<file path="src/hw/rtl/qpam_pkg.sv">
// qpam_pkg: widths, register map, reset values and shared types of the attitude mixer.
// No dependencies; every other RTL file imports this package.
package qpam_pkg;

    // Error history depth (ring entries, each holding both axis errors)
    localparam int HIST_DEPTH = 5;
    localparam int POS_W      = (HIST_DEPTH > 1) ? $clog2(HIST_DEPTH) : 1;

    // Configuration bus
    localparam int ADDR_W = 5;
    localparam int DATA_W = 32;
    localparam int IDX_W  = ADDR_W - 2;

    // Field widths
    localparam int STICK_W = 16;
    localparam int ANGLE_W = 16;
    localparam int ERR_W   = 16;
    localparam int GAIN_W  = 16;
    localparam int LIM_W   = 15;
    localparam int PULSE_W = 12;

    // Scaling constants
    localparam int THROTTLE_BASE_US = 1000;
    localparam int FULL_SCALE_US    = 1000;
    localparam int SETPOINT_SCALE   = 1280;
    localparam int PD_US_PER_MS     = 1000;
    localparam int PD_SHIFT         = 23;

    // Stick quotient unit: quotient never exceeds the scale
    localparam int Q_W       = $clog2(SETPOINT_SCALE + 1);
    localparam int QS_W      = Q_W + 1;
    localparam int NUM_W     = LIM_W + Q_W;
    localparam int DIV_CNT_W = $clog2(Q_W);

    // PD arithmetic
    localparam int PD_PROD_W   = 2 * (GAIN_W + 1);
    localparam int PD_MAG_W    = PD_PROD_W - 1;
    localparam int PD_SCALED_W = PD_MAG_W + $clog2(PD_US_PER_MS);
    localparam int U_W         = PD_SCALED_W - PD_SHIFT + 1;
    localparam int MIX_W       = U_W + 2;

    // Register map
    typedef enum logic [IDX_W-1:0] {
        REG_PROP_GAIN   = 3'd0,
        REG_DIFF_GAIN   = 3'd1,
        REG_STICK_LIMIT = 3'd2,
        REG_PULSE_MIN   = 3'd3,
        REG_PULSE_MAX   = 3'd4
    } reg_idx_t;

    typedef struct packed {
        logic [GAIN_W-1:0]  prop_gain;
        logic [GAIN_W-1:0]  diff_gain;
        logic [LIM_W-1:0]   stick_limit;
        logic [PULSE_W-1:0] pulse_min;
        logic [PULSE_W-1:0] pulse_max;
    } cfg_t;

    localparam cfg_t CFG_RST = '{
        prop_gain:   16'd655,
        diff_gain:   16'd13107,
        stick_limit: 15'd23170,
        pulse_min:   12'd1000,
        pulse_max:   12'd2000
    };

    // One ring entry holds both axis errors
    typedef struct packed {
        logic signed [ERR_W-1:0] roll_err;
        logic signed [ERR_W-1:0] pitch_err;
    } ring_entry_t;

    typedef struct packed {
        logic             rd_en;
        logic [POS_W-1:0] rd_addr;
        logic             wr_en;
        logic [POS_W-1:0] wr_addr;
        ring_entry_t      wr_data;
    } ring_req_t;

    // Divider control and status
    typedef struct packed {
        logic             start;
        logic [NUM_W-1:0] dividend;
        logic [LIM_W-1:0] divisor;
    } div_req_t;

    typedef struct packed {
        logic           done;
        logic [Q_W-1:0] quotient;
    } div_rsp_t;

endpackage

</file>
<file path="src/hw/rtl/qpam_div.sv">
// qpam_div: restoring divider, one quotient bit per cycle, for the stick scaling.
// Depends on qpam_pkg. Dividend must be below divisor * 2**Q_W.
module qpam_div (
    input  logic               clk,
    input  logic               rst_n,
    input  qpam_pkg::div_req_t req,
    output qpam_pkg::div_rsp_t rsp
);
    import qpam_pkg::*;

    logic [LIM_W-1:0]     rem_reg;
    logic [LIM_W-1:0]     rem_next;
    logic [Q_W-1:0]       sh_reg;
    logic [Q_W-1:0]       sh_next;
    logic [DIV_CNT_W-1:0] cnt_reg;
    logic [DIV_CNT_W-1:0] cnt_next;
    logic                 busy_reg;
    logic                 busy_next;
    logic                 done_reg;
    logic                 done_next;
    logic [LIM_W:0]       trial;
    logic                 fits;

    // Shift in next dividend bit, subtract when it fits; quotient bits fill sh_reg
    always_comb
    begin
        trial     = {rem_reg, sh_reg[Q_W-1]};
        fits      = (trial >= {1'b0, req.divisor});
        rem_next  = rem_reg;
        sh_next   = sh_reg;
        cnt_next  = cnt_reg;
        busy_next = busy_reg;
        done_next = 1'b0;
        if (req.start)
        begin
            rem_next  = req.dividend[NUM_W-1:Q_W];
            sh_next   = req.dividend[Q_W-1:0];
            cnt_next  = DIV_CNT_W'(Q_W - 1);
            busy_next = 1'b1;
        end
        else if (busy_reg)
        begin
            rem_next = fits ? LIM_W'(trial - {1'b0, req.divisor}) : trial[LIM_W-1:0];
            sh_next  = {sh_reg[Q_W-2:0], fits};
            cnt_next = cnt_reg - 1'b1;
            if (cnt_reg == '0)
            begin
                busy_next = 1'b0;
                done_next = 1'b1;
            end
        end
    end

    always_ff @(posedge clk)
    begin
        rem_reg <= rem_next;
        sh_reg  <= sh_next;
        cnt_reg <= cnt_next;
    end

    always_ff @(posedge clk or negedge rst_n)
    begin
        if (!rst_n)
        begin
            busy_reg <= 1'b0;
            done_reg <= 1'b0;
        end
        else
        begin
            busy_reg <= busy_next;
            done_reg <= done_next;
        end
    end

    assign rsp.done     = done_reg;
    assign rsp.quotient = sh_reg;

endmodule

</file>
<file path="config.mk">
export PLATFORM = sky130hd
export DESIGN_NAME = qpam_div
export DESIGN_NICKNAME = d
export VERILOG_FILES = /design/src/hw/rtl/qpam_pkg.sv /design/src/hw/rtl/qpam_div.sv
export SDC_FILE = /design/constraint.sdc
export NUM_CORES = 1
export LEC_CHECK = 0
export ABC_CLOCK_PERIOD_IN_PS = 4400
export BUFFER_PORTS_ARGS = -buffer_cell sky130_fd_sc_hd__buf_2
export CORE_MARGIN = 5
export CORE_UTILIZATION = 45
export DETAILED_ROUTE_END_ITERATION = 6
export PLACE_DENSITY = 0.78
export SYNTH_ARGS = -nofsm -noshare
export SYNTH_HDL_FRONTEND = slang
export SYNTH_SLANG_ARGS = --single-unit
</file>
<file path="constraint.sdc">
create_clock -name clk -period 4.4 [get_ports clk]
set_clock_uncertainty 0.1 [all_clocks]
set_input_delay 0.66 -clock clk [delete_from_list [all_inputs] [get_ports clk]]
set_output_delay 0.66 -clock clk [all_outputs]
set_load 0.01 [all_outputs]
</file>
==> summary.md <==
| Metric | Value |
|---|---|
| Largest register FFs | `15` |
| Setup CP Type | `input port to register` |
| # rows | `26` |
| IO Port Bufs | `55` |
| Total iterations of the first detailed-routing run | `4` |
| Critical Path End Type | `register` |
| I/O Pins | `56` |
| Post-route setup TNS | `0 ns` |
| Ys async rst share | `6.25%` |
| Via-per-instance ratio | `5.43` |
| Layout cells sized above 1 | `29.1%` |
| CP bufs+invs | `1` |
| Seq/Total Area, Yosys | `37.5%` |
| Yosys warns | `0` |
| # DRC | `0` |
| Synthesized area per cell | `10.1 µm²` |
| Vias | `1966` |
| Placed Cells | `354` |
| Synth cell types | `51` |
| Largest net degree at the start of global routing | `39` |
| Rel. slew slack | `57.8%` |
| Worst Path Max Fanout | `20` |
| Critical Path, Cell by Cell | `buf_2 -> ha_1 -> fa_1 -> nor2b_1 -> o31ai_2 -> a311o_1 -> and3_4 -> mux2i_1 -> mux2_2` |
| Largest stage delay, worst path | `0.41 ns` |
| Antenna cells | `0` |
| Min cycle time layout | `2.74 ns` |
| Post-Synthesis Cells | `240` |
| Hold/Removal Path Class | `input port to asynchronous set/reset pin` |
| Pins Over Slew Limit | `0` |
| Fin cells | `362` |
| Iter 0 DRT Violations | `88` |
| Commonest non-fill, non-tap cell in the layout | `buf_2` |
| CTS H-tree lvls | `2` |
| Post-route setup slack | `1.66 ns` |
| Clk buf depth | `2` |
| Post-cts repair resize count | `0` |
| PD cells | `599 nW/µm²` |
| Pleak | `1.23 nW` |
| Routed wire per std cell | `14.8 µm` |
| Max Clock Freq | `365 MHz` |
| Worst EP arrival | `2.68 ns` |
| Outcome | `finished clean` |
| Number of setup violations in the final report | `0` |
| GP Congestion | `0.838` |
| Antenna-violating nets left | `0` |
| Slew @ Worst Pin | `0.633 ns` |
| Maximum VDD drop | `249 µV` |
| Nets | `352` |
| Die area | `6960 µm²` |
| DP Worst Slack | `1.37 ns` |
| Die Width | `83.4 µm` |
| Hold slack | `0.0555 ns` |
| Grt ovf | `0` |
| Clk sinks | `32` |
| Root Driver | `clkbuf_8` |
| Fin. Hold Viols | `0` |
| Delay-heaviest family, CP | `adder cells` |
| Fin crit share | `62.3%` |
| Most frequent cells in the layout | `buf_2, edfxtp_1, inv_1` |
| Main synth FF type | `edfxtp_1` |
| TritonCTS clock tree | `built` |
| CTS clock-pin slew for the worst setup and hold paths | `0.07 ns` |
| Yosys top cell by area | `edfxtp_1` |
| Worst Path Required | `4.34 ns` |
| Vias in the first global route | `1983` |
| First-pass GRT wire length | `8.74 mm` |
| Overall routed net length | `5.38 mm` |
| Worst-Skew Late Latency | `0.28 ns` |
| Synth top area cells | `edfxtp_1, ha_1, mux2_2, dfxtp_1, inv_1` |
| Synth-to-Final Area Change | `16.9%` |
| Detail Route met2 WL | `2.54 mm` |
| Routed length on met1 | `2.42 mm` |
| Max-cap violations | `0` |
| Startpoint Class | `input port` |
| Synthesized flop and latch total | `32` |
| Gr usage total | `15.1%` |
| Initial Util | `46.9%` |
| Share of the synthesized area in the top cell type | `32.2%` |
| Syn Std Cell Area | `2430 µm²` |
| Detailed placer's ending HPWL | `4.12 mm` |
| Number of synthesized flops with an enable pin | `26` |
| Uppermost layer routed | `met4` |
| CTS Hold Buffers Added | `0` |
| Core area | `5170 µm²` |
| CTS Buf Count | `5` |
| WL met3 | `355 µm` |
| # Post-CTS Setup Buffers | `0` |
| CP max-delay cell | `fa_1` |
| Die H | `83.4 µm` |
| Syn_nets | `301` |
| Initial antenna violation count | `0` |
| RSZ-0062 raised after global routing | `false` |
[cell usage after synthesis, types with 3 or more instances]
cell	number
buf_4	3
edfxtp_1	26
o31ai_1	4
nor3_1	4
inv_1	21
o21a_1	4
xnor2_1	7
nor2b_1	7
a22oi_1	3
a21o_1	3
ha_1	16
nand3b_1	6
nand2b_1	6
mux2i_1	5
o311ai_2	4
xor2_1	6
nor3b_1	4
mux2_2	14
a221o_1	3
clkbuf_1	3
dfxtp_1	4
o2111ai_1	3
nand2_1	13
nor2_1	9
a21oi_1	14
nand3_1	4
o21ai_0	9
buf_1	3
[power breakdown]
| part | leakage (nW) | switching [W] | internal [W] |
|---|---|---|---|
| clock network | 0.0532 | 0.000107 | 0.000165 |
| registers | 0.333 | 0.0000645 | 0.000452 |
| logic | 0.841 | 0.000503 | 0.000407 |
| total | 1.23 | 0.000674 | 0.00102 |
[area by class of cell]
cell class,instances,area [µm²]
Fill cell,460,2340
Sequential cell,32,911
Clock buffer,5,68.8
Multi-Input combinational cell,175,1370
Tap cell,70,87.6
Inverter,21,78.8
Clock inverter,3,37.5
Timing Repair Buffer,56,283
[worst register-to-register path: stages, from the launching register on]
cell and delay, ns:
edfxtp_1 0.41, ha_1 0.46, nand4_2 0.16, or2_1 0.28, a311o_1 0.34, and3_4 0.27
mux2i_1 0.14, mux2_2 0.26
[per-stage QoR]
step	power [W]	cell area, µm²	utilization, %
2_1_floorplan	0.00124	2430	-
3_3_place_gp	0.00141	2730	52.8
3_5_place_dp	0.00142	2730	52.8
4_1_cts	0.00170	2840	54.8
5_1_grt	0.00183	2840	54.8
6_report	0.00170	2840	54.8
[final timing paths]
check                            start         end  slack, ns  depth (start not counted)
setup / recovery                req[0]  rem_reg[0]       1.66                          9
hold / removal                   rst_n    done_reg       0.06                          1
setup reg to reg           rem_reg[10]  rem_reg[0]       1.73                          7
hold reg to reg             cnt_reg[3]    done_reg       0.39                          1
max in group asynchronous        rst_n    busy_reg       4.05                          1
min in group clk            cnt_reg[3]    done_reg       0.39                          1
[metal layers]
metal	track usage, %	up-vias
li1	-	996
met1	18.9	908
met2	25.2	57
met3	4.75	5
met4	4.09	0
met5	0	-
[kinds of logic (layout without fill, tap and decap cells)]
kind of cell | after synthesis | in the layout | synth area share, %
DFF | 32 | 32 | 37.5
adders and majority gates | 17 | 17 | 9.08
AOI/OAI and AO/OA | 60 | 60 | 18.6
xor gates and xnor gates | 13 | 13 | 4.69
buffers and inverters | 33 | 85 | 5.98
and+or+nand+nor | 66 | 66 | 15.5
muxes | 19 | 19 | 8.56
Note: power is estimated with default switching activity, not from simulation.
