**src/hw/rtl/qpam_pkg.sv**
```systemverilog
// qpam_pkg: widths, register map, reset values and shared types of the attitude mixer.
// No dependencies; every other RTL file imports this package.
package qpam_pkg;

    // Error history depth (ring entries, each holding both axis errors)
    localparam int HIST_DEPTH = 5;
    localparam int POS_W      = (HIST_DEPTH > 1) ? $clog2(HIST_DEPTH) : 1;

    // Configuration bus
    localparam int ADDR_W = 5;
    localparam int DATA_W = 32;
    localparam int IDX_W  = ADDR_W - 2;

    // Field widths
    localparam int STICK_W = 16;
    localparam int ANGLE_W = 16;
    localparam int ERR_W   = 16;
    localparam int GAIN_W  = 16;
    localparam int LIM_W   = 15;
    localparam int PULSE_W = 12;

    // Scaling constants
    localparam int THROTTLE_BASE_US = 1000;
    localparam int FULL_SCALE_US    = 1000;
    localparam int SETPOINT_SCALE   = 1280;
    localparam int PD_US_PER_MS     = 1000;
    localparam int PD_SHIFT         = 23;

    // Stick quotient unit: quotient never exceeds the scale
    localparam int Q_W       = $clog2(SETPOINT_SCALE + 1);
    localparam int QS_W      = Q_W + 1;
    localparam int NUM_W     = LIM_W + Q_W;
    localparam int DIV_CNT_W = $clog2(Q_W);

    // PD arithmetic
    localparam int PD_PROD_W   = 2 * (GAIN_W + 1);
    localparam int PD_MAG_W    = PD_PROD_W - 1;
    localparam int PD_SCALED_W = PD_MAG_W + $clog2(PD_US_PER_MS);
    localparam int U_W         = PD_SCALED_W - PD_SHIFT + 1;
    localparam int MIX_W       = U_W + 2;

    // Register map
    typedef enum logic [IDX_W-1:0] {
        REG_PROP_GAIN   = 3'd0,
        REG_DIFF_GAIN   = 3'd1,
        REG_STICK_LIMIT = 3'd2,
        REG_PULSE_MIN   = 3'd3,
        REG_PULSE_MAX   = 3'd4
    } reg_idx_t;

    typedef struct packed {
        logic [GAIN_W-1:0]  prop_gain;
        logic [GAIN_W-1:0]  diff_gain;
        logic [LIM_W-1:0]   stick_limit;
        logic [PULSE_W-1:0] pulse_min;
        logic [PULSE_W-1:0] pulse_max;
    } cfg_t;

    localparam cfg_t CFG_RST = '{
        prop_gain:   16'd655,
        diff_gain:   16'd13107,
        stick_limit: 15'd23170,
        pulse_min:   12'd1000,
        pulse_max:   12'd2000
    };

    // One ring entry holds both axis errors
    typedef struct packed {
        logic signed [ERR_W-1:0] roll_err;
        logic signed [ERR_W-1:0] pitch_err;
    } ring_entry_t;

    typedef struct packed {
        logic             rd_en;
        logic [POS_W-1:0] rd_addr;
        logic             wr_en;
        logic [POS_W-1:0] wr_addr;
        ring_entry_t      wr_data;
    } ring_req_t;

    // Divider control and status
    typedef struct packed {
        logic             start;
        logic [NUM_W-1:0] dividend;
        logic [LIM_W-1:0] divisor;
    } div_req_t;

    typedef struct packed {
        logic           done;
        logic [Q_W-1:0] quotient;
    } div_rsp_t;

endpackage

```
**src/hw/rtl/qpam_regs.sv**
```systemverilog
// qpam_regs: APB-style configuration registers (gains, stick limit, pulse limits).
// Depends on qpam_pkg.
module qpam_regs (
    input  logic                         clk,
    input  logic                         rst_n,
    input  logic                         psel,
    input  logic                         penable,
    input  logic                         pwrite,
    input  logic [qpam_pkg::ADDR_W-1:0]  paddr,
    input  logic [qpam_pkg::DATA_W-1:0]  pwdata,
    output logic [qpam_pkg::DATA_W-1:0]  prdata,
    output logic                         pready,
    output qpam_pkg::cfg_t               cfg
);
    import qpam_pkg::*;

    cfg_t     cfg_reg;
    cfg_t     cfg_next;
    reg_idx_t idx;
    logic     wr_en;

    assign pready = 1'b1;
    assign idx    = reg_idx_t'(paddr[ADDR_W-1:2]);
    assign wr_en  = psel && penable && pwrite && pready;
    assign cfg    = cfg_reg;

    // Write decode
    always_comb
    begin
        cfg_next = cfg_reg;
        if (wr_en)
        begin
            unique case (idx)
                REG_PROP_GAIN:   cfg_next.prop_gain   = pwdata[GAIN_W-1:0];
                REG_DIFF_GAIN:   cfg_next.diff_gain   = pwdata[GAIN_W-1:0];
                REG_STICK_LIMIT: cfg_next.stick_limit = pwdata[LIM_W-1:0];
                REG_PULSE_MIN:   cfg_next.pulse_min   = pwdata[PULSE_W-1:0];
                REG_PULSE_MAX:   cfg_next.pulse_max   = pwdata[PULSE_W-1:0];
                default:         cfg_next = cfg_reg;
            endcase
        end
    end

    // Read decode
    always_comb
    begin
        unique case (idx)
            REG_PROP_GAIN:   prdata = DATA_W'(cfg_reg.prop_gain);
            REG_DIFF_GAIN:   prdata = DATA_W'(cfg_reg.diff_gain);
            REG_STICK_LIMIT: prdata = DATA_W'(cfg_reg.stick_limit);
            REG_PULSE_MIN:   prdata = DATA_W'(cfg_reg.pulse_min);
            REG_PULSE_MAX:   prdata = DATA_W'(cfg_reg.pulse_max);
            default:         prdata = '0;
        endcase
    end

    always_ff @(posedge clk or negedge rst_n)
    begin
        if (!rst_n)
        begin
            cfg_reg <= CFG_RST;
        end
        else
        begin
            cfg_reg <= cfg_next;
        end
    end

endmodule

```
**config.mk**
```make
export PLATFORM = sky130hd
export DESIGN_NAME = qpam_regs
export DESIGN_NICKNAME = d
export VERILOG_FILES = /design/src/hw/rtl/qpam_pkg.sv /design/src/hw/rtl/qpam_regs.sv
export SDC_FILE = /design/constraint.sdc
export NUM_CORES = 1
export LEC_CHECK = 0
export ABC_AREA = 1
export BUFFER_PORTS_ARGS = -buffer_cell sky130_fd_sc_hd__buf_4
export CAP_MARGIN = 5
export CORE_MARGIN = 5
export CORE_UTILIZATION = 40
export DETAILED_ROUTE_END_ITERATION = 10
export PLACE_DENSITY = 0.68
export SETUP_SLACK_MARGIN = 0.2
export SLEW_MARGIN = 0
export SYNTH_ARGS = -nofsm -noshare
export SYNTH_HDL_FRONTEND = slang
export SYNTH_SLANG_ARGS = --single-unit
```
**constraint.sdc**
```tcl
create_clock -name clk -period 1.9 [get_ports clk]
set_input_delay 0.475 -clock clk [delete_from_list [all_inputs] [get_ports clk]]
set_output_delay 0.475 -clock clk [all_outputs]
set_load 0.05 [all_outputs]
```
==> run metrics, run 1 <==
global-route wire length before repair=19400 um; WP data required=1.42 ns; Clock Skew=0 ns; vias in the first global route=between 3000 and 4000; core area=9060 um2; post-route antenna net violation count=0; RSZ-0062 raised after global routing=true; Hold Path Class=primary input to async pin; clock root buffer=clkbuf_8; max-cap violations=0; clk_lat worst skew=approximately 0.34 ns; DRT Wirelength=12100 um; grt met3 use=5.39%; site row count=35; type of the worst setup path=primary input to output port; Cell Area, Placed=4870 um2; H-tree depth=3; #FFs+latches synth=71; CTS tree=built; crit start category=primary input; final non-filler cell total=740; Fin. Hold Viols=0; Area Growth Syn to Fin=53.3%; Synth Area per Inst=~7.6 um2; leak pwr=2.84 nW; Die W=106 um; Mapped Area=3660 um2; clock buffer depth=2; initial antenna violation count=0; outcome=complete, no violations; f_max=536 MHz; Clock Sinks=71; total CTS buffers=9; router iterations before antenna repair=4; Final Hold Slack=0.105 ns; Synth Instances=480; Iter 0 DRT Violations=approximately 160; M1 GR Usage=28.7%; endpoint class of the critical path=output port; vias per cell=roughly 5; die height=106 um; drt wl/cell=16.3 um; Final Cell Area=5620 um2; placed insts=707; met2 global-route usage=35.5%; PD cells=1100 nW/um2; vias=3727; Seq/Total Area, Yosys=49.6%; clock slew at reported path FFs=approximately 0.070 ns; Residual DRC=0; minimum clock period=1.87 ns; CTS Hold Bufs=0; critical-path maximum fanout=6; Starting Density=40.4%; post-DP HPWL=between 8000 and 9000 um; Final Max Slew Viols=0; Die Area=about 11000 um2; gr usage total=a little over a fifth; I/O Buffers=110; Nets=666; I/O pin cnt=146; # diodes=0; gr busiest metal=met2; period utilisation layout=98.2%; WP data arrival=roughly 1.4 ns; Final setup viols=0; GP Congestion=0.913; post-synth cell types=23; VDD IR-drop max=0.612 mV; largest net degree at the start of global routing=72; share of cells above drive strength 1=45.2%; max reg flops=between 70 and 80; Syn. warnings=0; gr ovfl total=0
[metrics by stage]
step	total power, mW	TNS [ns]	setup WS, ns	utilization (%)
3_5_place_dp	4.76	-0.758	-0.0928	53.8
6_report	6.19	0	0.0348	62.0
5_1_grt	6.48	-0.0790	-0.0365	62.0
2_1_floorplan	3.93	0	0.0182	-
4_1_cts	6.14	0	0.0329	60.0
3_3_place_gp	4.72	-0.498	-0.0859	53.8
[metal layers]
layer,share of wire (%),vias to the layer above
li1,-,1765
met1,42,1773
met2,48,166
met3,8.8,23
met4,1.8,0
met5,0,-
[synthesized netlist by cell type, drive strengths merged]
master / count / area, um2
nor2: 45 / 213
o22ai: 1 / 6.26
buf: 32 / 214
nand4: 2 / 12.5
nand2: 161 / 612
conb: 2 / 7.51
dfrtp: 39 / 976
clkbuf: 9 / 35.0
o21ai: 65 / 325
inv: 44 / 165
nand3: 48 / 258
dfstp: 32 / 841
[worst max-delay path: stages]
cell	delay [ns]
buf_12	0.11
nor2_4	0.14
buf_6	0.15
buf_6	0.11
nand3_2	0.06
nand2_2	0.08
inv_2	0.04
nand2_2	0.08
buf_8	0.14
[power breakdown]
group | switching (mW) | internal (mW) | total, mW
combinational | 1.97 | 0.846 | 2.81
clock | 0.566 | 0.637 | 1.20
sequential | 0.256 | 1.91 | 2.17
total | 2.79 | 3.40 | 6.19
[timing repair]
| item | in CTS | in global routing |
|---|---|---|
| gates cloned | 1 | 1 |
| buffers inserted | 11 | 4 |
| setup endpoints to repair | 16 | 17 |
| resized for setup | 85 | 33 |
| pin swaps | 26 | 21 |
| endpoints found under the hold margin | 0 | 0 |
[worst paths after layout]
kind                            start   endpoint  slack (ns)  depth (start not counted)
max                          paddr[3]  prdata[3]        0.03                          9
min                             rst_n    cfg[30]        0.11                          2
max reg2reg                   cfg[10]    cfg[10]        1.05                          2
min reg2reg                   cfg[20]    cfg[20]        0.48                          2
max in group asynchronous       rst_n     cfg[7]        1.41                          2
min in group clk           pwdata[15]    cfg[54]        0.35                          3
[logic make-up after synthesis]
family | count (synthesis) | synth area share (%)
and+or+nand+nor | 256 | 29.9
buffers and inverters | 85 | 11.3
AOI/OAI and AO/OA | 66 | 9.05
other | 2 | 0.205
DFF | 71 | 49.6
[final cells by class]
cell class,instances,area [um2]
Fill cell,761,3450
Multi-Input combinational cell,340,1830
Sequential cell,71,1820
Timing Repair Buffer,158,1460
Inverter,44,184
Clock buffer,12,145
Tap cell,111,139
Clock inverter,4,45.0
[placed cells by master, fill, tap and decap left out, types with 2 or more instances in the layout]
cell type / n
conb_1: 17
nor2_4: 9
clkbuf_1: 2
nand2_4: 8
o21ai_1: 8
inv_2: 8
buf_4: 124
nor2_2: 11
buf_6: 9
o21ai_2: 2
dfstp_2: 32
nand2_2: 18
clkbuf_8: 10
nand3_2: 10
buf_8: 16
nand3_1: 32
buf_12: 8
dfrtp_1: 39
nand2_1: 134
nand4_1: 2
o21ai_0: 54
inv_1: 33
clkinv_2: 3
nor2_1: 24
nand3_4: 7
Note: power is estimated with default switching activity, not from simulation.
==> run 2: changes to the inputs <==
--- a/config.mk
+++ b/config.mk
@@ -8,10 +8,12 @@
 export ABC_AREA = 1
 export BUFFER_PORTS_ARGS = -buffer_cell sky130_fd_sc_hd__buf_4
 export CAP_MARGIN = 5
+export CELL_PAD_IN_SITES_DETAIL_PLACEMENT = 1
+export CELL_PAD_IN_SITES_GLOBAL_PLACEMENT = 2
 export CORE_MARGIN = 5
-export CORE_UTILIZATION = 40
+export CORE_UTILIZATION = 26
 export DETAILED_ROUTE_END_ITERATION = 10
-export PLACE_DENSITY = 0.68
+export PLACE_DENSITY_LB_ADDON = 0.1
 export SETUP_SLACK_MARGIN = 0.2
 export SLEW_MARGIN = 0
 export SYNTH_ARGS = -nofsm -noshare
==> run 2 against run 1 <==
Against the previous run: clock-buffer cell count fell by 2; non-clock buffer count fell by 2; via count fell by 1.6%; clock skew did not move; largest power group unchanged; highest routed layer unchanged.
==> run metrics, run 2 (synthesis gave the netlist of run 1 again) <==
Residual DRC=0 (unchanged); Tot Pwr=7.04 mW (+14%); post-route antenna net violation count=0 (unchanged); WP data required=1.42 ns (about the same); GP Congestion=0.791 (-13%); share of cells above drive strength 1=44.8% (-0.33 points); drt wl/cell=17.4 um (+6.7%); Clock Skew=0 ns (unchanged); core area=13800 um2 (+53%); most frequent cells in the layout=nand2_1 (133), buf_4 (120), o21ai_0 (56); Clock Sinks=71 (unchanged); Final Hold Slack=0.144 ns (+0.0384 ns); crit start category=primary input; Die W=129 um (+22%); Nets=664 (-0.30%); gr ovfl total=0 (unchanged); site row count=43 (+23%); Layout Utilization=42.4% (-20 points); max-cap violations=0 (unchanged); Final setup viols=0 (unchanged); endpoint class of the critical path=output port; Starting Density=26.5% (-14 points); I/O Buffers=110 (unchanged); RSZ-0062 raised after global routing=true; WP data arrival=1.40 ns (about the same); I/O pin cnt=146 (unchanged); # diodes=0 (unchanged); global-route wire length before repair=22100 um (+14%); initial antenna violation count=0 (unchanged); die height=129 um (+22%); clock slew at reported path FFs=0.06 ns (about the same); setup TNS=0 ns (unchanged); final non-filler cell total=807 (+9.1%); clock root buffer=clkbuf_16; H-tree depth=3 (unchanged); outcome=complete, no violations; type of the worst setup path=primary input to output port; vias per cell=4.54 (-9.8%); total CTS buffers=9 (unchanged); most common cell after layout, fill and taps aside=nand2_1; Die Area=16600 um2 (+48%); VDD IR-drop max=0.440 mV (-28%); vias=3667 (-1.6%); fin worst setup slack=0.0249 ns (-0.00995 ns); largest net degree at the start of global routing=72 (unchanged); Area Growth Syn to Fin=59.8%; minimum clock period=1.88 ns (+0.00995 ns); DP Worst Slack=-0.159 ns (-0.0658 ns); clk_lat worst skew=0.33 ns (about the same); leak pwr=2.95 nW (+3.8%); Hold Path Class=primary input to async pin; DRT Wirelength=14100 um (+16%); f_max=533 MHz (-0.53%); Final Max Slew Viols=0 (unchanged); max reg flops=71 (unchanged); critical-path maximum fanout=6 (unchanged); Cell Area, Placed=5020 um2 (+3.0%); Final Cell Area=5860 um2 (+4.3%); PD cells=1200 nW/um2 (+9.1%); CTS Hold Bufs=0 (unchanged); placed insts=782 (+11%); vias in the first global route=3856 (+2.8%); Fin. Hold Viols=0 (unchanged); gr usage total=17.2% (-4.8 points); clock buffer depth=2 (unchanged); CTS tree=built; period utilisation layout=98.7% (+0.52 points); post-DP HPWL=10400 um (+24%); Iter 0 DRT Violations=198 (+28%); router iterations before antenna repair=5 (+1)
## run 2: per-layer routing
layer	part of all wire (%)	GRT usage, %	vias to the layer above
met4	0.53	2.78	0
met2	48	28.2	83
met1	46	23.3	1809
met3	5.8	4.32	6
li1	-	-	1769
met5	0	0	-
## run 2: final timing paths
kind,endpoint,depth (start not counted),slack [ns],startpoint
max in group asynchronous,cfg[57],2,1.39,rst_n
max reg2reg,cfg[62],3,1.02,cfg[62]
min,cfg[70],2,0.14,rst_n
max,prdata[10],9,0.02,paddr[3]
min in group clk,cfg[54],3,0.36,pwdata[15]
min reg2reg,cfg[20],2,0.47,cfg[20]
## run 2: report_power, final
group	switching, mW	internal, mW
Clock	0.675	1.41
Sequential	0.259	1.92
Combinational	1.96	0.816
Total	2.89	4.15
## run 2: cell type report
class                           count  area, um2
Inverter                           44        183
Clock buffer                       10        229
Timing Repair Buffer              156       1440
Sequential cell                    71       1820
Fill cell                        1635       7970
Clock inverter                      6        133
Tap cell                          180        225
Multi-Input combinational cell    340       1830
## run 2: repair_timing
| action | 4_1_cts | 5_1_grt |
|---|---|---|
| gates resized for setup | 101 | 18 |
| gates cloned | 1 | 0 |
| setup buffers | 6 | 2 |
| pin swaps | 29 | 10 |
| setup endpoints to repair | 16 | 16 |
## run 2: critical path, stage by stage
cell	delay, ns
buf_12	0.11
nor2_4	0.14
buf_6	0.14
buf_8	0.13
nand3_2	0.07
nand2_2	0.07
nor2_2	0.05
nand2_2	0.07
buf_8	0.14
