**src/hw/rtl/qpam_pkg.sv**
```systemverilog
// qpam_pkg: widths, register map, reset values and shared types of the attitude mixer.
// No dependencies; every other RTL file imports this package.
package qpam_pkg;

    // Error history depth (ring entries, each holding both axis errors)
    localparam int HIST_DEPTH = 5;
    localparam int POS_W      = (HIST_DEPTH > 1) ? $clog2(HIST_DEPTH) : 1;

    // Configuration bus
    localparam int ADDR_W = 5;
    localparam int DATA_W = 32;
    localparam int IDX_W  = ADDR_W - 2;

    // Field widths
    localparam int STICK_W = 16;
    localparam int ANGLE_W = 16;
    localparam int ERR_W   = 16;
    localparam int GAIN_W  = 16;
    localparam int LIM_W   = 15;
    localparam int PULSE_W = 12;

    // Scaling constants
    localparam int THROTTLE_BASE_US = 1000;
    localparam int FULL_SCALE_US    = 1000;
    localparam int SETPOINT_SCALE   = 1280;
    localparam int PD_US_PER_MS     = 1000;
    localparam int PD_SHIFT         = 23;

    // Stick quotient unit: quotient never exceeds the scale
    localparam int Q_W       = $clog2(SETPOINT_SCALE + 1);
    localparam int QS_W      = Q_W + 1;
    localparam int NUM_W     = LIM_W + Q_W;
    localparam int DIV_CNT_W = $clog2(Q_W);

    // PD arithmetic
    localparam int PD_PROD_W   = 2 * (GAIN_W + 1);
    localparam int PD_MAG_W    = PD_PROD_W - 1;
    localparam int PD_SCALED_W = PD_MAG_W + $clog2(PD_US_PER_MS);
    localparam int U_W         = PD_SCALED_W - PD_SHIFT + 1;
    localparam int MIX_W       = U_W + 2;

    // Register map
    typedef enum logic [IDX_W-1:0] {
        REG_PROP_GAIN   = 3'd0,
        REG_DIFF_GAIN   = 3'd1,
        REG_STICK_LIMIT = 3'd2,
        REG_PULSE_MIN   = 3'd3,
        REG_PULSE_MAX   = 3'd4
    } reg_idx_t;

    typedef struct packed {
        logic [GAIN_W-1:0]  prop_gain;
        logic [GAIN_W-1:0]  diff_gain;
        logic [LIM_W-1:0]   stick_limit;
        logic [PULSE_W-1:0] pulse_min;
        logic [PULSE_W-1:0] pulse_max;
    } cfg_t;

    localparam cfg_t CFG_RST = '{
        prop_gain:   16'd655,
        diff_gain:   16'd13107,
        stick_limit: 15'd23170,
        pulse_min:   12'd1000,
        pulse_max:   12'd2000
    };

    // One ring entry holds both axis errors
    typedef struct packed {
        logic signed [ERR_W-1:0] roll_err;
        logic signed [ERR_W-1:0] pitch_err;
    } ring_entry_t;

    typedef struct packed {
        logic             rd_en;
        logic [POS_W-1:0] rd_addr;
        logic             wr_en;
        logic [POS_W-1:0] wr_addr;
        ring_entry_t      wr_data;
    } ring_req_t;

    // Divider control and status
    typedef struct packed {
        logic             start;
        logic [NUM_W-1:0] dividend;
        logic [LIM_W-1:0] divisor;
    } div_req_t;

    typedef struct packed {
        logic           done;
        logic [Q_W-1:0] quotient;
    } div_rsp_t;

endpackage

```
**src/hw/rtl/qpam_ring.sv**
```systemverilog
// qpam_ring: error history memory, one entry per tick holding roll and pitch errors.
// Depends on qpam_pkg. Synchronous read, data registered from the read address; unwritten entries read as zero.
module qpam_ring (
    input  logic                  clk,
    input  logic                  rst_n,
    input  qpam_pkg::ring_req_t   req,
    output qpam_pkg::ring_entry_t old
);
    import qpam_pkg::*;

    ring_entry_t           ring_mem [HIST_DEPTH];
    ring_entry_t           rd_data_reg;
    logic                  rd_vld_reg;
    logic [HIST_DEPTH-1:0] vld_reg;

    // Storage array: the write of a tick always follows its own read, so no bypass
    always_ff @(posedge clk)
    begin
        if (req.wr_en)
        begin
            ring_mem[req.wr_addr] <= req.wr_data;
        end
        if (req.rd_en)
        begin
            rd_data_reg <= ring_mem[req.rd_addr];
        end
    end

    // Per-entry written flags stand in for the all-zero reset contents
    always_ff @(posedge clk or negedge rst_n)
    begin
        if (!rst_n)
        begin
            vld_reg    <= '0;
            rd_vld_reg <= 1'b0;
        end
        else
        begin
            if (req.wr_en)
            begin
                vld_reg[req.wr_addr] <= 1'b1;
            end
            if (req.rd_en)
            begin
                rd_vld_reg <= vld_reg[req.rd_addr];
            end
        end
    end

    assign old = rd_vld_reg ? rd_data_reg : '0;

endmodule

```
**config.mk**
```make
export PLATFORM = sky130hd
export DESIGN_NAME = qpam_ring
export DESIGN_NICKNAME = d
export VERILOG_FILES = /design/src/hw/rtl/qpam_pkg.sv /design/src/hw/rtl/qpam_ring.sv
export SDC_FILE = /design/constraint.sdc
export NUM_CORES = 1
export LEC_CHECK = 0
export ABC_AREA = 0
export BUFFER_PORTS_ARGS = -buffer_cell sky130_fd_sc_hd__clkbuf_2
export CAP_MARGIN = 25
export CELL_PAD_IN_SITES_DETAIL_PLACEMENT = 1
export CELL_PAD_IN_SITES_GLOBAL_PLACEMENT = 1
export CORE_MARGIN = 1.5
export CORE_UTILIZATION = 46
export CTS_CLUSTER_SIZE = 30
export DETAILED_ROUTE_END_ITERATION = 12
export PLACE_DENSITY_LB_ADDON = 0.1
export SYNTH_ARGS = -nofsm -noshare
export SYNTH_HDL_FRONTEND = slang
export SYNTH_SLANG_ARGS = --single-unit
```
**constraint.sdc**
```tcl
create_clock -name clk -period 1.2 [get_ports clk]
set_input_delay 0.24 -clock clk [delete_from_list [all_inputs] [get_ports clk]]
set_output_delay 0.24 -clock clk [all_outputs]
set_load 0.1 [all_outputs]
```
==> metrics list, run 1 <==
- Counting every net in the synthesized netlist gives approximately 370.
- Total detailed-routing wirelength: between 15 and 20 mm
* Number of different library cells in the post-synthesis netlist: 19
* Static leakage: 3.420 nW
* Post-route DRC: 0
- First DRT Iteration DRCs: 188
- Share of the core filled with cells: about 62%
- Worst relative slew slack: between 80% and 90%
* Power density normalized to cell area: around 1700 mW/mm^2
- Number of synthesized flops with an enable pin: 192
- Post-route worst setup slack: -0.4922 ns
* First-pass GRT wire length: 22.63 mm
- The multi-input combinational cells in the finished layout cover a total of around 0.0016 sq mm.
- Setup-failing EPs final: 65
- Area of the placeable core: between 0.015 and 0.02 sq mm
- After synthesis the netlist holds a flip-flop and latch count of ~200.
- Met2 Usage GRT: roughly 32%
- Input and output buffers added on the ports amount to 73.
- The floorplan has 46 rows.
- The number of antenna diodes in the final layout is 0.
* Total clock buffers created by CTS: 17
- Worst reg2reg endpoint: rd_data_reg[23]
* Worst setup path category: flip-flop to output port
* Result of the run: complete, but fails checks
- CTS H-tree depth: 4
- Area occupied by registers: 0.005917 sq mm
* Register-to-Register Path Depth: 2
* Top-count cell post-synth: edfxtp_1
- Number of max-capacitance violations reported: 0
- Clock latency on the worst-skew pair, taken at its later pin, is ~0.43 ns.
- In the final design database the tool counted 484 nets.
- Yosys attributes the largest share of cell area to edfxtp_1 (77%), mux4_2 (8.2%), mux2_2 (4.8%), and2_1 (2.7%), dfrtp_1 (2.0%).
- Num ports: between 70 and 80
* Max Clock Skew: 0.01166 ns
- Summed over its instances, the top area cell type makes up between 70% and 80% of the synthesized netlist area.
- For this run, the slowest stage of the critical path takes slightly above 0.4 ns.
* Transition at the pin with the smallest max-transition slack: roughly 0.28 ns
- Counting stages on the worst path, the most repeated cell is buf_12.
- Most crowded layer after global routing: met2
- Entering global routing, the biggest net connects 24 pins.
- The tree built by TritonCTS fans out to between 150 and 200 sinks.
- Global routing consumed, on the met1 layer, between 20% and 30% of the routing resources.
- Vias per Instance: between 5 and 6
- Data on the critical path is required at its endpoint by between 0.9 and 1 ns.
- Post-DRT Antenna Nets: 0
- Starting density of the core: ~47%
- Synthesized area: 0.007460 sq mm
* Top cells by instance count after synthesis: edfxtp_1 (192), and2_1 (32), mux2_2 (32)
* Synth warn: 0
- Final hold violation count: 0
- Subtracting the final worst setup slack from the clock period gives between 1.5 and 2 ns.
- The die covers between 0.015 and 0.02 sq mm.
- The startpoint identified for the worst hold timing path is req[14].
- From bottom edge to top edge, the die measures about 130 um.
* Clock-pin transition on the worst setup and hold timing paths: approximately 0.07 ns
- STA classifies the critical path endpoint as an output port.
- Slew Viols, Final: 0
- Most used DFF post-synth: edfxtp_1
- Startpoint of the worst-slack reg-to-reg timing path: ring_mem[3][23]
* TritonCTS clock tree: done
- Summed over all instances, the cell type with the most area after synthesis is edfxtp_1.
* Async set-reset flop share out of synthesis: between 3 and 4%
- The final reports fail on negative setup slack.
- Signal arrival time at the worst endpoint: around 1.5 ns
- Hold timing on the final database bottoms out at a slack of approximately 0.044 ns.
- Fin Setup TNS: -20.31 ns
- Maximum ir drop on the vdd rail: ~1.0 mV
- Number of antenna violations at the first check in global routing: 0
- A synthesized cell averages roughly 23 sq um.
- In this run the worst path has a maximum fanout of 7.
* Upper clock frequency limit: 591.0 MHz
- Met3 routing resource usage after global routing: between 4 and 5%
- Placed wire-length estimate: a little over 9 mm
* Number of cells produced by synthesis: 329
- Worst hold stages: 1
- The via count of the first global-routing pass came to 3932.
- In this run the horizontal extent of the chip is roughly 130 um.
- Routability Congestion: 0.6837
* Global route overflow: 0
* R2R Setup Slk: -0.23 ns
- In the final routed layout, each cell accounts on average for 22.48 um.
- Sequential fraction of the synthesis area: 79.30%
- Share of layout cells above drive strength 1: a little over half
- The path with the worst hold slack has its endpoint at ring_mem[4][14].
- Vias after detailed routing: 3499
- Count of fill cells added during filler insertion: between 1000 and 1500
- Flip-flop count of the largest register after layout: 160
- No sink is reached through more buffers than the 2 on the longest clock path.
* Crit-path cells: buf_12 > clkbuf_16 > and2_4 > buf_12
* Worst path slowest cell: dfrtp_2
- Setup repair after global routing missed its margin: true
- Final worst path period share: 141.0%
- Across every metal layer, demand over resource in global routing totals about a fifth.
- The tree is rooted in a clkbuf_16.
- Startpoint types: flip-flop
* Layout overhead on the synthesized area: 31.16%
- Class of the tightest hold or removal check: primary input to flip-flop
* Pre-Repair DR Iteration Count: 4
through the flow:
step	power (mW)	cells	cell area, sq um	setup slack, ns
2_1_floorplan	9.581	329	7607	-0.4980
3_3_place_gp	10.52	633	8996	-0.4737
3_5_place_dp	10.58	633	8996	-0.5052
4_1_cts	16.58	666	9657	-0.5206
5_1_grt	17.00	671	9784	-0.5246
6_report	16.54	671	9784	-0.4922
worst max path at each step:
stage	startpoint	to	cells after the start
finish	rd_vld_reg	old[10]	4
CTS	rd_vld_reg	old[6]	3
detailed placement	req[36]	rd_data_reg[24]	4
floorplan	req[33]	ring_mem[4][0]	2
global placement	req[36]	rd_data_reg[13]	4
global route	rd_vld_reg	old[21]	4
what timing repair did:
item / in CTS / in global routing
setup buffers: 0 / 3
endpoints found under the hold margin: 6 / 0
hold buffers: 1 / 0
pin swaps: 1 / 2
endpoints found under the setup margin: 64 / 64
resized for setup: 10 / 11
cloned: 0 / 2
cell usage in the layout (no fill, tap or decap), drive strengths merged:
cell / Yosys / layout
o32a: 1 / 1
or2: 5 / 5
edfxtp: 192 / 192
clkbuf: 7 / 59
o31ai: 1 / 1
mux2: 32 / 32
clkinvlp: 0 / 2
and2: 32 / 32
dfrtp: 6 / 6
nor2: 2 / 2
mux4: 32 / 32
clkinv: 0 / 4
buf: 8 / 66
inv: 0 / 5
mux2i: 2 / 2
bufinv: 0 / 4
nand2b: 2 / 2
nor3: 3 / 3
nor3b: 2 / 2
dlygate4sd3: 0 / 1
nand2: 2 / 2
per-layer routing:
metal | vias to the layer above | wire (um)
met2 | 72 | 8006
met1 | 1862 | 6413
met5 | - | 0
met4 | 0 | 189
met3 | 12 | 477
li1 | 1553 | -
kinds of logic (layout without fill, tap and decap cells):
kind of cell | count (synthesis) | count (layout) | synth area share, %
mux | 66 | 66 | 15.01
flops | 198 | 198 | 79.30
buf+inv | 15 | 141 | 1.577
compound gates | 2 | 2 | 0.2349
simple gates | 48 | 48 | 3.874
worst max-delay path: cells and delay by family, from the launching register on:
kind,cells,cell delay [ns]
buf+inv,3,0.47
flops,1,0.41
simple gates,1,0.14
cell type report:
class	instances	area share, %
sequential	198	60.47
multi-input combinational	116	16.37
timing repair buffer	109	14.03
tap	216	2.762
clock inverter	15	2.020
clock buffer	17	4.348
report_power, final:
group	internal [mW]	total, mW	switching (mW)
Sequential	7.88	7.96	0.0806
Clock	3.50	5.97	2.46
Combinational	1.12	2.61	1.49
Power figures use the tool's default switching activity.
==> inputs of run 2 (changes only) <==
--- a/config.mk
+++ b/config.mk
@@ -6,14 +6,14 @@
 export NUM_CORES = 1
 export LEC_CHECK = 0
 export ABC_AREA = 0
-export BUFFER_PORTS_ARGS = -buffer_cell sky130_fd_sc_hd__clkbuf_2
 export CAP_MARGIN = 25
 export CELL_PAD_IN_SITES_DETAIL_PLACEMENT = 1
 export CELL_PAD_IN_SITES_GLOBAL_PLACEMENT = 1
-export CORE_MARGIN = 1.5
-export CORE_UTILIZATION = 46
+export CORE_MARGIN = 2
+export CORE_UTILIZATION = 50
 export CTS_CLUSTER_SIZE = 30
 export DETAILED_ROUTE_END_ITERATION = 12
+export DONT_BUFFER_PORTS = 1
 export PLACE_DENSITY_LB_ADDON = 0.1
 export SYNTH_ARGS = -nofsm -noshare
 export SYNTH_HDL_FRONTEND = slang
==> run 2 against run 1 <==
The run ends with negative hold slack, negative setup slack left. Power is 5.8% lower. Non-clock buffer count is 29 lower. Fmax is 4.0% higher. Core utilization is 3.5 points higher. Clock power is 11% lower. Clock-buffer cell count is 3 higher. Worst hold slack worse by 0.12 ns. Largest cell class unchanged. Critical path type unchanged.
==> metrics list, run 2 (same netlist as run 1, synthesis figures left out) <==
* Result of the run: complete, but fails checks
- Violations in the final reports: negative hold slack, negative setup slack
* Critical Path End: old[4]
- Post-route worst setup slack: -0.4276 ns (+0.06456 ns)
- Area occupied by registers: 0.005917 sq mm (unchanged)
* Maximum clock path buffer count: 2 (unchanged)
* Global route overflow: 0 (unchanged)
- The number of antenna violations at the first check in global routing came to 0 (unchanged).
- The filler cell count in the final layout was 1172 (-12%).
* Latest clock arrival within the worst-skew pair: 0.42 ns (about the same)
- Sinks on the clock net: 198 (unchanged)
- The number of flip-flops under the largest register name came to 160 (unchanged).
- In this run the top signal layer used is met4.
- Final hold violation count: 32 (+32)
* Number of max-capacitance violations reported: 0 (unchanged)
- The startpoint identified for the worst register-to-register timing path is ring_mem[3][28].
- Pre-Repair DR Iteration Count: 4 (unchanged)
* Min Tclk post-route: 1.628 ns (-0.06456 ns)
- Met2 Wirelength: 7.392 mm (-7.7%)
* Worst setup path category: flip-flop to output port
- The total I/O pin count came to 74 (unchanged).
- First DRT Iteration DRCs: 310 (+65%)
- CTS H-tree depth: 4 (unchanged)
- Worst reg2reg endpoint: rd_data_reg[28]
* Startpoint types: flip-flop
- Required @ worst endpoint: 0.96 ns (about the same)
- The sum of net half-perimeters after detailed placement came to 8.122 mm (-12%).
- The met3 wirelength from detailed routing was 552 um (+16%).
* Crit-path cells: buf_12 > and2_4 > buf_12
- The number of max-slew violations in the final report was 0 (unchanged).
* Starting density of the core: 51.33% (+4.4 points)
* Slowest Stage Delay on Critical Path: 0.46 ns (+0.05 ns)
* Maximum number of pins on one net before global-route repair: 36 (+50%)
- The count of unresolved DRC violations after routing came to 0 (unchanged).
- The number of antenna-violating nets in the routed design came to 0 (unchanged).
- Max Clock Skew: 0.004056 ns (-0.007603 ns)
* Commonest cells after routing, fill and taps aside: edfxtp_1 (192), buf_12 (39), dlygate4sd3_1 (33), mux4_2 (32), and2_4 (32)
- Vias per Instance: 5.591 (+7.2%)
* Routability Congestion: 0.6591 (-3.6%)
- The relative max-transition margin was 79.41% (-2.0 points).
- The logic depth of the worst setup path including buffers is 3 (-1).
- STA classifies the critical path endpoint as an output port.
* Top cell by count, worst path: buf_12
* Signal arrival time at the worst endpoint: 1.39 ns (-0.06 ns)
* Width of the chip: 126.1 um (-3.2%)
- The placed instance area came to 0.008551 sq mm (-5.0%).
* Power density normalized to cell area: 1647 mW/mm^2 (-2.6%)
* Vias in the first global route: 3853 (-2.0%)
- The number of buffers added by the clock tree synthesis step was 17 (unchanged).
- Site Rows: 44 (-4.3%)
- The final total power is 15.58 mW (-5.8%).
- Worst path slowest cell: dfrtp_2
* Number of cells in the design after placement: 545 (-14%)
- The area of all placed cells without fillers came to 0.009459 sq mm (-3.3%).
- TritonCTS built the clock tree.
- Setup repair after global routing could not meet its margin everywhere.
- Number of buffers added to fix hold violations after cts: 33 (+32)
* Total detailed-routing wirelength: 14.26 mm (-5.5%)
- Area of combinational cells with multiple inputs: 0.001587 sq mm (-0.94%)
* Number of buffer and inverter stages on the critical path: 2 (-1)
- From synthesis to final layout, the design area changed by 26.80%.
- Worst path top cell family by delay: flip-flops
- The met1 wire length came to 6.118 mm (-4.6%).
- Register-to-Register Path Depth: 2 (unchanged)
- The library cell used most frequently in the layout, excluding fill and tap cells, is edfxtp_1.
- The static leakage is 3.182 nW (-7.0%).
- The CTS clock-pin slew for the worst setup and hold paths came to 0.06 ns (about the same).
- Transition at the pin with the smallest max-transition slack: 0.3079 ns (+0.02906 ns)
- Buffers inserted during post-CTS setup optimization: 0 (unchanged)
* Die Footprint: 0.01591 sq mm (-6.3%)
- Number of standard cells in the layout, taps in and fillers out: 609 (-9.2%)
- Critical Path Fanout Max: 13 (+6)
* First-pass GRT wire length: 22.40 mm (-1.0%)
- Setup-failing EPs final: 64 (-1.5%)
- Area of the placeable core: 0.01453 sq mm (-8.5%)
* Launch point of the critical path: rd_vld_reg
* Fin Setup TNS: -17.67 ns (+2.633 ns)
* Overall Global Routing Usage: 19.21% (-0.13 points)
* Number of nets in the finished design: 455 (-6.0%)
- The worst vdd rail ir drop is 0.9438 mV (-6.0%).
- The vertical die dimension was 126.1 um (-3.2%).
- Worst hold-check slack: -0.07240 ns (-0.1161 ns)
- The final clock period utilization by the worst path was 135.6% (-5.4 points).
* Upper clock frequency limit: 614.4 MHz (+4.0%)
* Root buffer selected by CTS: clkbuf_16
- Share of layout cells above drive strength 1: 43.06% (-12 points)
- Vias after detailed routing: 3405 (-2.7%)
- The path class of the tightest hold or removal check is primary input to flip-flop.
- The routed wirelength normalized by instance count was 23.42 um (+4.2%).
* Port Buffers: 0 (-100%)
- The diode insertion count for antenna repair came to 0 (unchanged).
- Pre-CTS setup slack: -0.1985 ns (+0.3067 ns)
- The register-to-register setup slack is -0.19 ns (+0.04 ns).
-- run 2: changes by cell type in the layout (fill, tap and decap cells not counted), moves of 2 or more --
cell,previous run,this run
buf_12,48,39
buf_4,13,6
bufinv_16,4,2
clkbuf_1,0,3
clkbuf_16,19,17
clkbuf_2,40,0
clkinv_2,3,5
clkinv_4,0,2
clkinvlp_4,2,0
dlygate4sd3_1,1,33
inv_6,5,0
mux2_2,23,27
mux2_4,9,5
-- run 2: area by class of cell --
type / count / share of cell area (%)
multi-input combinational: 116 / 16.77
clock buffer: 20 / 4.616
timing repair buffer: 80 / 12.46
tap: 184 / 2.434
sequential: 198 / 62.55
clock inverter: 11 / 1.164
-- run 2: how the worst min path moves through the flow --
stage            start               to  slack (ns)  cells after the start
4_1_cts        req[39]  rd_data_reg[24]       -0.09                      0
5_1_grt        req[39]  rd_data_reg[24]       -0.09                      0
6_report       req[39]  rd_data_reg[24]       -0.07                      0
3_5_place_dp     rst_n       vld_reg[0]       -0.06                      0
3_3_place_gp     rst_n       vld_reg[3]       -0.06                      0
2_1_floorplan    rst_n       rd_vld_reg       -0.06                      0
-- run 2: power by group --
part	internal (mW)	total (mW)	leakage (nW)	switching [mW]
Clock	3.03	5.33	0.272	2.30
Combinational	0.986	2.28	1.09	1.30
Sequential	7.88	7.96	1.82	0.0809
-- run 2: worst register-to-register path, cell delays in order, from the launching register on --
cell and delay [ns]:
edfxtp_1 0.37, mux4_2 0.49, mux2_4 0.28
-- run 2: what timing repair did --
action                                  CTS  global route
resized for setup                         7             4
pin swaps                                 1             1
endpoints found under the hold margin   199            33
endpoints found under the setup margin   64            64
-- run 2: metrics by stage --
stage	hold WS (ns)	util, %
4_1_cts	-0.08601	64.98
6_report	-0.07240	65.08
5_1_grt	-0.09162	65.08
2_1_floorplan	-0.05559	-
3_5_place_dp	-0.05509	58.83
3_3_place_gp	-0.05517	58.83
-- run 2: routing by layer --
layer / up-vias / GRT usage, %
li1: 1493 / -
met1: 1822 / 26.21
met4: 0 / 6.335
met2: 73 / 31.18
met5: - / 0
met3: 17 / 4.333
